File: src/rtl/sdoc_pkg.sv
// Shared types and constants for the expedited object-dictionary client.
package sdoc_pkg;

  // Operation codes of an input item
  localparam logic [2:0] OP_START_WRITE = 3'd0;
  localparam logic [2:0] OP_START_READ  = 3'd1;
  localparam logic [2:0] OP_RX_FRAME    = 3'd2;
  localparam logic [2:0] OP_TICK        = 3'd3;
  localparam logic [2:0] OP_RX_FAULT    = 3'd4;

  // Request command bytes
  localparam logic [7:0] CMD_WRITE_4 = 8'h23;
  localparam logic [7:0] CMD_WRITE_2 = 8'h2B;
  localparam logic [7:0] CMD_WRITE_1 = 8'h2F;
  localparam logic [7:0] CMD_READ    = 8'h40;

  // Response command bytes
  localparam logic [7:0] RSP_WRITE_OK = 8'h60;
  localparam logic [7:0] RSP_READ_OK  = 8'h40;
  localparam logic [7:0] RSP_READ_MSK = 8'hE0;
  localparam logic [7:0] RSP_ABORT    = 8'h80;

  // Fixed frame length of an expedited transfer
  localparam logic [3:0] FRAME_LENGTH = 4'd8;

  // Reset value of the timeout register (ms)
  localparam logic [31:0] TIMEOUT_RESET = 32'd1000;

  typedef enum logic [1:0] {
    ST_OK      = 2'd0,
    ST_ERROR   = 2'd1,
    ST_ABORT   = 2'd2,
    ST_TIMEOUT = 2'd3
  } status_e;

  typedef struct packed {
    logic [2:0]  operation;
    logic [7:0]  node_id;
    logic [15:0] index;
    logic [7:0]  subindex;
    logic [31:0] write_value;
    logic [2:0]  write_size;
    logic [10:0] rx_id;
    logic [3:0]  rx_length;
    logic [63:0] rx_data;
  } in_item_t;

  typedef struct packed {
    logic        tx_valid;
    logic [10:0] tx_id;
    logic [63:0] tx_data;
    logic        done_res;
    status_e     status;
    logic [31:0] read_value;
  } out_item_t;

endpackage

File: src/rtl/sdoc_engine.sv
// Transfer state and per-item decision logic of the expedited client.
module sdoc_engine import sdoc_pkg::*; #(
  parameter int unsigned MAX_NODE   = 127,
  parameter int unsigned TX_ID_BASE = 1536,
  parameter int unsigned RX_ID_BASE = 1408
) (
  input  logic        clk_i,
  input  logic        rst_ni,
  input  logic        item_take_i,
  input  in_item_t    item_i,
  input  logic        cfg_we_i,
  input  logic [31:0] cfg_data_i,
  output logic        res_valid_o,
  output out_item_t   res_o
);

  localparam logic [10:0] TxBase  = 11'(TX_ID_BASE);
  localparam logic [11:0] RxBase  = 12'(RX_ID_BASE);
  localparam logic [7:0]  NodeMax = 8'(MAX_NODE);

  logic [31:0] timeout_q;
  logic        busy_q, busy_d;
  logic        is_read_q, is_read_d;
  logic [6:0]  node_q, node_d;
  logic [15:0] index_q, index_d;
  logic [7:0]  sub_q, sub_d;
  logic [31:0] elapsed_q, elapsed_d;

  logic [31:0] elapsed_inc;
  logic        timed_out;
  logic        tick_out;
  logic        frame_match;
  logic [7:0]  b0;
  logic [7:0]  cmd;
  logic [31:0] payload;
  logic        size_ok;

  // Saturating millisecond count and timeout compares
  assign elapsed_inc = (elapsed_q == '1) ? elapsed_q : elapsed_q + 32'd1;
  assign timed_out   = elapsed_q >= timeout_q;
  assign tick_out    = elapsed_inc >= timeout_q;

  // Response frame must match the pending request
  assign b0 = item_i.rx_data[7:0];
  assign frame_match = ({1'b0, item_i.rx_id} == RxBase + {5'd0, node_q})
                    && (item_i.rx_length == FRAME_LENGTH)
                    && (item_i.rx_data[23:8] == index_q)
                    && (item_i.rx_data[31:24] == sub_q);

  // Command byte and data for a start
  always_comb begin
    cmd     = CMD_READ;
    payload = '0;
    size_ok = 1'b1;
    if (item_i.operation == OP_START_WRITE) begin
      case (item_i.write_size)
        3'd1: begin
          cmd     = CMD_WRITE_1;
          payload = {24'd0, item_i.write_value[7:0]};
        end
        3'd2: begin
          cmd     = CMD_WRITE_2;
          payload = {16'd0, item_i.write_value[15:0]};
        end
        3'd4: begin
          cmd     = CMD_WRITE_4;
          payload = item_i.write_value;
        end
        default: size_ok = 1'b0;
      endcase
    end
  end

  // Decision for one item
  always_comb begin
    busy_d      = busy_q;
    is_read_d   = is_read_q;
    node_d      = node_q;
    index_d     = index_q;
    sub_d       = sub_q;
    elapsed_d   = elapsed_q;
    res_valid_o = 1'b0;
    res_o       = '0;
    res_o.status = ST_OK;

    if (item_take_i) begin
      case (item_i.operation)
        OP_START_WRITE, OP_START_READ: begin
          res_valid_o = 1'b1;
          if (busy_q || item_i.node_id == 8'd0 || item_i.node_id > NodeMax || !size_ok) begin
            res_o.done_res = 1'b1;
            res_o.status   = ST_ERROR;
          end else begin
            res_o.tx_valid = 1'b1;
            res_o.tx_id    = TxBase + {3'd0, item_i.node_id};
            res_o.tx_data  = {payload, item_i.subindex, item_i.index, cmd};
            busy_d    = 1'b1;
            is_read_d = (item_i.operation == OP_START_READ);
            node_d    = item_i.node_id[6:0];
            index_d   = item_i.index;
            sub_d     = item_i.subindex;
            elapsed_d = '0;
          end
        end
        OP_TICK: begin
          if (busy_q) begin
            elapsed_d = elapsed_inc;
            if (tick_out) begin
              res_valid_o    = 1'b1;
              res_o.done_res = 1'b1;
              res_o.status   = ST_TIMEOUT;
              busy_d         = 1'b0;
            end
          end
        end
        OP_RX_FRAME, OP_RX_FAULT: begin
          if (busy_q) begin
            if (timed_out) begin
              res_valid_o    = 1'b1;
              res_o.done_res = 1'b1;
              res_o.status   = ST_TIMEOUT;
              busy_d         = 1'b0;
            end else if (item_i.operation == OP_RX_FAULT) begin
              res_valid_o    = 1'b1;
              res_o.done_res = 1'b1;
              res_o.status   = ST_ERROR;
              busy_d         = 1'b0;
            end else if (frame_match) begin
              res_valid_o    = 1'b1;
              res_o.done_res = 1'b1;
              busy_d         = 1'b0;
              if (b0 == RSP_ABORT) begin
                res_o.status = ST_ABORT;
              end else if (is_read_q) begin
                if ((b0 & RSP_READ_MSK) == RSP_READ_OK) begin
                  res_o.status     = ST_OK;
                  res_o.read_value = item_i.rx_data[63:32];
                end else begin
                  res_o.status = ST_ERROR;
                end
              end else if (b0 == RSP_WRITE_OK) begin
                res_o.status = ST_OK;
              end else begin
                res_o.status = ST_ERROR;
              end
            end
          end
        end
        default: ;
      endcase
    end
  end

  // State registers
  always_ff @(posedge clk_i or negedge rst_ni) begin
    if (!rst_ni) begin
      timeout_q <= TIMEOUT_RESET;
      busy_q    <= 1'b0;
      is_read_q <= 1'b0;
      node_q    <= '0;
      index_q   <= '0;
      sub_q     <= '0;
      elapsed_q <= '0;
    end else begin
      if (cfg_we_i) begin
        timeout_q <= cfg_data_i;
      end
      busy_q    <= busy_d;
      is_read_q <= is_read_d;
      node_q    <= node_d;
      index_q   <= index_d;
      sub_q     <= sub_d;
      elapsed_q <= elapsed_d;
    end
  end

endmodule

File: src/rtl/sdo_expedited_client.sv
// Top level of the expedited object-dictionary client with result buffering.
//
//   channel | direction | handshake           | payload
//   --------+-----------+---------------------+-----------------------
//   in      | input     | in_valid_i/in_stall_o | in_data_i (in_item_t)
//   out     | output    | out_valid_o/out_stall_i | out_data_o (out_item_t)
//   cfg     | input     | cfg_valid_i/cfg_ready_o | cfg_data_i (timeout ms)
//
// One item is taken per cycle unless the input stalls; its result is written
// to the output or, on a stall, the skid register as transfer state updates.
// One output register plus a one-entry skid buffer decouples the sides: input
// stalls only when the skid entry holds a result.
// Reset clears transfer state, restores a 1000 ms timeout and empties the output.
// The configuration port is always ready.
module sdo_expedited_client import sdoc_pkg::*; #(
  parameter int unsigned MAX_NODE   = 127,
  parameter int unsigned TX_ID_BASE = 1536,
  parameter int unsigned RX_ID_BASE = 1408
) (
  input  logic        clk_i,
  input  logic        rst_ni,
  input  logic        in_valid_i,
  output logic        in_stall_o,
  input  in_item_t    in_data_i,
  output logic        out_valid_o,
  input  logic        out_stall_i,
  output out_item_t   out_data_o,
  input  logic        cfg_valid_i,
  output logic        cfg_ready_o,
  input  logic [31:0] cfg_data_i
);

  logic      take;
  logic      res_valid;
  out_item_t res;
  logic      out_valid_q;
  out_item_t out_q;
  logic      skid_valid_q;
  out_item_t skid_q;
  logic      out_free;

  assign in_stall_o  = skid_valid_q;
  assign take        = in_valid_i & ~skid_valid_q;
  assign cfg_ready_o = 1'b1;
  assign out_free    = ~out_valid_q | ~out_stall_i;

  sdoc_engine #(
    .MAX_NODE   (MAX_NODE),
    .TX_ID_BASE (TX_ID_BASE),
    .RX_ID_BASE (RX_ID_BASE)
  ) u_engine (
    .clk_i       (clk_i),
    .rst_ni      (rst_ni),
    .item_take_i (take),
    .item_i      (in_data_i),
    .cfg_we_i    (cfg_valid_i & cfg_ready_o),
    .cfg_data_i  (cfg_data_i),
    .res_valid_o (res_valid),
    .res_o       (res)
  );

  // Output and skid valid flags
  always_ff @(posedge clk_i or negedge rst_ni) begin
    if (!rst_ni) begin
      out_valid_q  <= 1'b0;
      skid_valid_q <= 1'b0;
    end else if (out_free) begin
      out_valid_q  <= skid_valid_q | res_valid;
      skid_valid_q <= 1'b0;
    end else if (res_valid) begin
      skid_valid_q <= 1'b1;
    end
  end

  // Output and skid payload
  always_ff @(posedge clk_i) begin
    if (out_free) begin
      if (skid_valid_q) begin
        out_q <= skid_q;
      end else if (res_valid) begin
        out_q <= res;
      end
    end else if (res_valid) begin
      skid_q <= res;
    end
  end

  assign out_valid_o = out_valid_q;
  assign out_data_o  = out_q;

endmodule

File: config.mk
export PLATFORM = sky130hd
export DESIGN_NAME = sdo_expedited_client
export DESIGN_NICKNAME = d
export VERILOG_FILES = /design/src/rtl/sdoc_pkg.sv /design/src/rtl/sdoc_engine.sv /design/src/rtl/sdo_expedited_client.sv
export SDC_FILE = /design/constraint.sdc
export NUM_CORES = 1
export LEC_CHECK = 0
export BUFFER_PORTS_ARGS = -buffer_cell sky130_fd_sc_hd__buf_2
export CAP_MARGIN = 20
export CORE_AREA = 2 2 289 177
export DETAILED_ROUTE_END_ITERATION = 6
export DIE_AREA = 0 0 291 179
export SYNTH_ARGS = -nofsm -noshare
export SYNTH_HDL_FRONTEND = slang
export SYNTH_SLANG_ARGS = --single-unit
File: constraint.sdc
create_clock -name clk_i -period 14.05 [get_ports clk_i]
set_input_delay 2.81 -clock clk_i [delete_from_list [all_inputs] [get_ports clk_i]]
set_output_delay 2.81 -clock clk_i [all_outputs]
set_load 0.1 [all_outputs]
==> results of run 1 <==
-- synthesized netlist by cell type (25+ instances only) --
| master | count |
|---|---|
| xnor2_1 | 49 |
| dfrtp_1 | 93 |
| inv_1 | 38 |
| a22o_1 | 51 |
| nand4_1 | 25 |
| a21o_1 | 91 |
| and2_1 | 98 |
| a21oi_1 | 38 |
| clkbuf_1 | 40 |
| edfxtp_1 | 208 |
| o21ai_0 | 59 |
| nand2_1 | 91 |
| ha_1 | 65 |
| nor2_1 | 25 |
-- worst paths after layout --
check / end / slack, ns / cells past startpoint
max in group asynchronous: u_engine.timeout_q[14] / 10.42 / 2
min: u_engine.index_q[0] / 0.50 / 1
max reg2reg: skid_q[48] / 7.56 / 16
min reg2reg: u_engine.index_q[0] / 0.50 / 1
max: skid_q[48] / 7.56 / 16
min in group asynchronous: u_engine.index_q[7] / 2.22 / 1
-- layer usage --
layer / GRT usage (%) / wire [µm]
met1: 21.9 / 19500
met4: 4.06 / 863
met3: 3.79 / 2710
met2: 22.7 / 17600
met5: 0 / 81
-- registers in the layout, summed over array words and instances, names as in the netlist, 7 cells and up --
signal,count
out_data_o,104
skid_q,104
u_engine.elapsed_q,32
u_engine.timeout_q,32
u_engine.index_q,16
u_engine.sub_q,8
u_engine.node_q,7
-- through the flow --
stage | hold WS [ns] | util [%] | total power, mW
2_1_floorplan | 0.469 | - | 1.24
3_3_place_gp | 0.479 | 33.6 | 1.33
3_5_place_dp | 0.487 | 33.6 | 1.33
4_1_cts | 0.501 | 35.9 | 2.26
5_1_grt | 0.516 | 35.9 | 2.32
6_report | 0.499 | 36.0 | 2.22
-- power groups by stage --
stage	sequential (mW)	clock, mW	combinational, mW
after floorplan	1.14	0	0.106
after global placement	1.06	0	0.272
after detailed placement	1.06	0	0.275
after CTS	1.04	0.940	0.276
after global routing	1.04	0.978	0.297
final	1.04	0.910	0.273
-- kinds of logic (layout without fill, tap and decap cells) --
family / after synthesis / count (layout) / synth area share, %
AO/OA/AOI/OAI: 308 / 308 / 14.8
XOR/XNOR: 64 / 64 / 3.81
adder cells (fa/ha/maj): 65 / 65 / 5.53
buffers and inverters: 105 / 405 / 3.32
flip-flops: 307 / 307 / 59.4
multiplexers: 3 / 3 / 0.221
other: 2 / 9 / 0.0511
AND/OR/NAND/NOR: 342 / 342 / 12.8
-- area by class of cell --
type	instances	share of cell area, %
inverters	38	0.795
clock inverters	10	0.691
diodes	4	0.0558
flip-flops and latches	307	48.7
clock buffers	52	5.63
repair buffers	305	8.71
well taps	660	4.60
multi-input cells	787	30.8
==> results.tsv, run 1 <==
metric	value	unit
clock_latency	0.53	ns
grt_pass1_wl	61.0	mm
cts_resized	0	
min_from	u_engine.index_q[0]	
cp_num_buf_inv	2	
r2r-start	u_engine.elapsed_q[3]	
status	completed	
fin_cells	2163	
cp-end-kind	flip-flop	
antenna_found_initial	10	
layout-drive-gt1-share	25.5	%
setup_viol	0	
drc	0	
max-clock-path-buffers	3	
startpoint	u_engine.elapsed_q[3]	
p_leak	8.04	nW
start_util	29.5	%
ys_ff_latch	307	
cp-start-kind	flip-flop	
yosys.area.top_type	edfxtp_1	
areaGrowthSynthToFinish	22.1	%
gr-total-overflow	0	
syn-cell-area	0.0147	mm²
grt_pass1_vias	10100	
slew_headroom	34.4	%
synth_warnings	0	
numCtsBuffers	34	
synthDistinctLibCells	69	
final_cell_area	0.0179	mm²
die_area	0.0521	mm²
rsz0062_at_grt	no	
pre_cts_ws	7.55	ns
maxCapViolCount	0	
cts_sinks	307	
ys.flop_type	edfxtp_1	
timing.final.crit_share	46.2	%
dp.cells	2096	
max_stage_delay	0.72	ns
hold_violations	0	
crit_chain	and4_1 -> nand4_4 -> nor4_1 -> o211a_1 -> nand3_1 -> xnor2_1 -> ha_1 -> nand4_1 -> or4_1 -> a2111oi_0 -> o31ai_1 -> nand3_1 -> o31ai_1 -> o22ai_4 -> buf_4 -> buf_4	
p_clk_share	41.0	%
vias	10500	
fin_ws	7.56	ns
worstMarginPinSlew	0.984	ns
switching_power	0.594	mW
finClkSkew	0.0269	ns
cts_max_level	2	
gp_congestion	0.838	
synth_seq_area_share	59.4	%
synth-edff-count	208	
cts_hold_buffers	0	
max_freq	154	MHz
dp_hpwl	29.3	mm
nets	1724	
switching_share	26.8	%
layout_commonest_cell	buf_2	
critPathTopFamily	simple AND/OR/NAND/NOR gates	
place_area	0.0168	mm²
async_flop_share	32.2	%
cp_max_fo	61	
seqPwrFrac	46.7	%
criticalPathCategory	reg -> reg	
fillers	4878	
rows	64	
arrival	6.62	ns
pwr-share-comb	12.3	%
synthCells	1196	
hp-class	reg -> reg	
tns	0	ns
first_iter_violations	774	
seq_area	0.00873	mm²
crit_path_top_delay_cell	buf_4	
drtPass1Iterations	5	
track_usage	15.2	%
wirelength	40.8	mm
io_pins	300	
synthTopCellsByArea	edfxtp_1 (43%), dfrtp_1 (16%), ha_1 (5.5%), a21o_1 (4.6%), and2_1 (4.2%)	
grt_max_degree	71	
p_int	1.63	mW
die_w	291	µm
layout_common_cells	buf_2 (294), edfxtp_1 (208), and2_1 (98)	
powerDensity	124	mW/mm²
synth.avg_cell_area	12.3	µm²
cts_tree	built	
clock-root-buffer	clkbuf_16	
routedWlPerCell	18.9	µm
ir_worst_vdd	0.0781	mV
die_h	179	µm
cp.required	14.18	ns
min_period	6.49	ns
port_buffers	295	
path_clk_slew	0.06	ns
multiInputGateArea	0.00553	mm²
antenna_left	0	
cts_setup_buffers	0	
drv_slew	0	
synth_top_area_share	42.5	%
vias_per_cell	4.83	
fp.coreArea	0.0499	mm²
(Power assumes the default switching activity.)
==> run 2, diff against run 1 <==
==> constraint.sdc (replaced) <==
create_clock -name clk_i -period 6.7 [get_ports clk_i]
set_input_delay 1.34 -clock clk_i [delete_from_list [all_inputs] [get_ports clk_i]]
set_output_delay 1.34 -clock clk_i [all_outputs]
set_load 0.1 [all_outputs]
==> results.tsv, run 2 (same netlist as run 1, synthesis figures left out) <==
metric	value	unit	change
routedWlPerCell	19.0	µm	was 18.9 µm
cts_resized	0		unchanged
holdWs	0.495	ns	was 0.499 ns
max-clock-path-buffers	3		unchanged
clock_latency	0.53	ns	about the same
pre_cts_ws	0.997	ns	was 7.55 ns
seq_area	0.00873	mm²	unchanged
worstMarginPinSlew	0.997	ns	was 0.984 ns
antenna_found_initial	12		was 10
rsz0062_at_grt	no		unchanged
vias	10400		was 10,500
cp_max_fo	45		was 61
slew_headroom	33.5	%	was 34.4%
cts_tree	built		unchanged
cts_max_level	2		unchanged
cts_sinks	307		unchanged
hold_violations	0		unchanged
gr-total-overflow	0		unchanged
antenna_left	0		unchanged
setup_viol	0		unchanged
final_cell_area	0.0179	mm²	about the same
cp-start-kind	flip-flop		unchanged
start_util	29.5	%	unchanged
fillers	4920		was 4,878
maxCapViolCount	0		unchanged
layout_commonest_cell	buf_2		unchanged
drtPass1Iterations	5		unchanged
criticalPathCategory	reg -> reg		unchanged
dp_hpwl	29.5	mm	was 29.3 mm
cp.required	6.83	ns	was 14.18 ns
layout_common_cells	buf_2 (294), edfxtp_1 (208), and2_1 (98)		unchanged
cp-end-kind	flip-flop		unchanged
cts_setup_buffers	0		unchanged
max_freq	174	MHz	was 154 MHz
arrival	5.89	ns	was 6.62 ns
power	4.60	mW	was 2.22 mW
timing.final.crit_share	86.0	%	was 46.2%
place_area	0.0168	mm²	about the same
grt_pass1_vias	10100		about the same
cts_hold_buffers	0		unchanged
vias_per_cell	4.79		was 4.83
wirelength	41.1	mm	was 40.8 mm
fin_cells	2168		was 2,163
track_usage	15.3	%	was 15.2%
drv_slew	0		unchanged
p_leak	8.03	nW	was 8.04 nW
final_core_util	36.0	%	about the same
grt_max_degree	66		was 71
drc	0		unchanged
areaGrowthSynthToFinish	22.1	%	about the same
tns	0	ns	unchanged
port_buffers	295		unchanged
status	completed		unchanged
grt_pass1_wl	60.8	mm	was 61.0 mm
die_h	179	µm	unchanged
die_area	0.0521	mm²	unchanged
min_period	5.76	ns	was 6.49 ns
hp-class	reg -> reg		unchanged
die_w	291	µm	unchanged
fin_ws	0.940	ns	was 7.56 ns
io_pins	300		unchanged
nets	1725		was 1,724
multiInputGateArea	0.00552	mm²	was 0.00553 mm²
path_clk_slew	0.06	ns	about the same
clock-root-buffer	clkbuf_16		unchanged
rows	64		unchanged
first_iter_violations	864		was 774
finClkSkew	0.0312	ns	was 0.0269 ns
numCtsBuffers	35		was 34
fp.coreArea	0.0499	mm²	unchanged
gp_congestion	0.895		was 0.838
powerDensity	257	mW/mm²	was 124 mW/mm²
ir_worst_vdd	0.139	mV	was 0.0781 mV
dp.cells	2096		unchanged
layout-drive-gt1-share	25.7	%	was 25.5%
[run 2: cell count changes in the layout (fill, tap and decap cells not counted), sizes merged]
| cell | delta |
|---|---|
| bufinv | -1 |
| clkbuf | -6 |
| clkinv | +6 |
| clkinvlp | +3 |
| diode | +4 |
| inv | -1 |
[run 2: final cells by class]
type                    instances  area share, %
clock inverters                17          0.816
repair buffers                305           8.91
flip-flops and latches        307           48.7
well taps                     660           4.60
diodes                          8          0.112
multi-input cells             787           30.8
inverters                      38          0.795
clock buffers                  46           5.33
[run 2: power breakdown]
group	switching, mW	internal [mW]
Sequential	0.0556	2.12
Clock	0.794	1.06
Combinational	0.409	0.171
Total	1.26	3.35
[run 2: worst max-delay path, cell delays in order, from the launching register on]
cell and delay (ns):
dfrtp_1 0.52, and4_1 0.36, nand4_4 0.19, nor4_1 0.55
o211a_1 0.43, nand3_1 0.16, xnor2_1 0.16, ha_1 0.32
nand4_1 0.15, or4_1 0.59, a2111oi_0 0.43, o31ai_1 0.17
nand3_1 0.20, o311ai_0 0.32, a21oi_4 0.25, buf_4 0.56
[run 2: routing by layer]
metal / vias up / part of all wire [%] / track usage (%)
met3: 62 / 7.3 / 3.89
met5: - / 0.12 / 0
li1: 4981 / - / -
met4: 8 / 1.9 / 4.49
met1: 4969 / 47 / 22.3
met2: 369 / 43 / 22.2
[run 2: path summary, 6_finish.rpt]
kind | slack (ns) | to | startpoint | cells after the start
worst min-delay path | 0.50 | u_engine.sub_q[1] | u_engine.sub_q[1] | 1
worst max register to register | 0.94 | out_data_o[79] | u_engine.elapsed_q[3] | 15
worst min register to register | 0.50 | u_engine.sub_q[1] | u_engine.sub_q[1] | 1
min in group asynchronous | 0.88 | u_engine.index_q[7] | rst_ni | 1
max in group asynchronous | 4.50 | in_stall_o | rst_ni | 2
worst max-delay path | 0.94 | out_data_o[79] | u_engine.elapsed_q[3] | 15
==> run 3, diff against run 2 <==
==> constraint.sdc (replaced) <==
create_clock -name clk_i -period 5.92 [get_ports clk_i]
set_input_delay 1.184 -clock clk_i [delete_from_list [all_inputs] [get_ports clk_i]]
set_output_delay 1.184 -clock clk_i [all_outputs]
set_load 0.1 [all_outputs]
==> results.tsv, run 3 (same netlist as run 1, synthesis figures left out) <==
metric	value	unit	change
die_w	291	µm	unchanged
pre_cts_ws	0.610	ns	was 0.997 ns
highest_layer	met5		unchanged
vias	10400		about the same
numCtsBuffers	34		was 35
cts_resized	0		unchanged
antenna_left	0		unchanged
timing.final.crit_share	90.9	%	was 86.0%
cts_tree	built		unchanged
power	5.26	mW	was 4.60 mW
criticalPathCategory	reg -> reg		unchanged
fin_ws	0.537	ns	was 0.940 ns
die_h	179	µm	unchanged
cts_setup_buffers	0		unchanged
final_core_util	36.0	%	about the same
cp-start-kind	flip-flop		unchanged
finClkSkew	0.0158	ns	was 0.0312 ns
clock-root-buffer	clkbuf_16		unchanged
arrival	5.56	ns	was 5.89 ns
track_usage	15.2	%	was 15.3%
cts_hold_buffers	0		unchanged
max_freq	186	MHz	was 174 MHz
gp_congestion	0.908		was 0.895
wl_met1	19.7	mm	was 19.5 mm
route.met2.wl	17.8	mm	about the same
dp_hpwl	29.3	mm	was 29.5 mm
grt_pass1_wl	60.7	mm	was 60.8 mm
fp.coreArea	0.0499	mm²	unchanged
maxCapViolCount	0		unchanged
cp.required	6.10	ns	was 6.83 ns
areaGrowthSynthToFinish	22.2	%	was 22.1%
path_clk_slew	0.06	ns	about the same
grt_pass1_vias	9943		was 10,100
hp-class	reg -> reg		unchanged
drc	0		unchanged
first_iter_violations	798		was 864
cp-end-kind	flip-flop		unchanged
cts_sinks	307		unchanged
wirelength	40.8	mm	was 41.1 mm
layout_common_cells	buf_2 (294), edfxtp_1 (208), and2_1 (98)		unchanged
drv_slew	0		unchanged
wl_met3	2.65	mm	was 2.99 mm
setup_viol	0		unchanged
start_util	29.5	%	unchanged
max-clock-path-buffers	3		unchanged
ir_worst_vdd	0.155	mV	was 0.139 mV
gr-total-overflow	0		unchanged
p_leak	8.03	nW	about the same
rsz0062_at_grt	no		unchanged
hold_violations	0		unchanged
vias_per_cell	4.82		was 4.79
min_period	5.38	ns	was 5.76 ns
rows	64		unchanged
tns	0	ns	unchanged
layout-drive-gt1-share	25.5	%	was 25.7%
port_buffers	295		unchanged
cp_max_fo	59		was 45
nets	1724		was 1,725
die_area	0.0521	mm²	unchanged
slew_headroom	23.2	%	was 33.5%
worstMarginPinSlew	1.15	ns	was 0.997 ns
drtPass1Iterations	5		unchanged
status	completed		unchanged
powerDensity	293	mW/mm²	was 257 mW/mm²
cts_max_level	2		unchanged
routedWlPerCell	18.9	µm	was 19.0 µm
grt_max_degree	96		was 66
holdWs	0.496	ns	was 0.495 ns
antenna_found_initial	6		was 12
layout_commonest_cell	buf_2		unchanged
io_pins	300		unchanged
clock_latency	0.52	ns	was 0.53 ns
## run 3: cell types whose count changed in the layout (fill, tap and decap cells not counted), moves of 2 or more
cell | before | now
bufinv_16 | 1 | 4
clkinv_8 | 2 | 0
diode_2 | 8 | 4
clkbuf_8 | 4 | 0
clkinv_4 | 2 | 0
clkinv_2 | 5 | 3
clkbuf_1 | 7 | 10
## run 3: routing by layer
layer	up-vias	GRT usage (%)
li1	4974	-
met1	5069	22.6
met2	317	22.4
met3	49	3.53
met4	4	2.98
met5	-	0
## run 3: per-stage QoR
step	cell area [µm²]	instances
after floorplan	14700	1199
after global placement	16800	2096
after detailed placement	16800	2096
after CTS	17900	2156
after global routing	17900	2158
final	18000	2161
## run 3: power by group
group	leakage (nW)	switching (mW)	total, mW	internal (mW)
combinational	4.29	0.465	0.659	0.194
clock	0.521	0.878	2.14	1.27
sequential	3.22	0.0611	2.46	2.40
total	8.03	1.40	5.26	3.86
## run 3: worst paths after layout
| kind | cells past startpoint | to | slack [ns] | startpoint |
|---|---|---|---|---|
| worst max-delay path | 15 | out_data_o[58] | 0.54 | u_engine.elapsed_q[3] |
| worst max register to register | 15 | out_data_o[58] | 0.54 | u_engine.elapsed_q[3] |
| min in group asynchronous | 1 | u_engine.timeout_q[25] | 0.85 | rst_ni |
| worst min register to register | 1 | u_engine.sub_q[0] | 0.50 | u_engine.sub_q[0] |
| max in group asynchronous | 2 | in_stall_o | 4.03 | rst_ni |
| worst min-delay path | 1 | u_engine.sub_q[0] | 0.50 | u_engine.sub_q[0] |
## run 3: layout make-up
type | count | area [µm²]
timing repair buffer | 305 | 1610
multi-input combinational | 787 | 5530
antenna | 4 | 10.0
clock inverter | 15 | 185
inverter | 38 | 143
clock buffer | 45 | 913
fill | 4892 | 31900
tap | 660 | 826
sequential | 307 | 8730
## run 3: worst max-delay path, stage by stage, from the launching register on
cell       delay (ns)
dfrtp_1          0.52
and4_1           0.37
nand4_4          0.20
nor4_2           0.45
o211a_1          0.39
nand3_1          0.17
xnor2_1          0.17
ha_1             0.33
nand4_1          0.14
or4_1            0.60
a2111oi_0        0.46
o31ai_1          0.19
nand3_1          0.15
o311ai_1         0.23
a21oi_4          0.28
buf_12           0.33
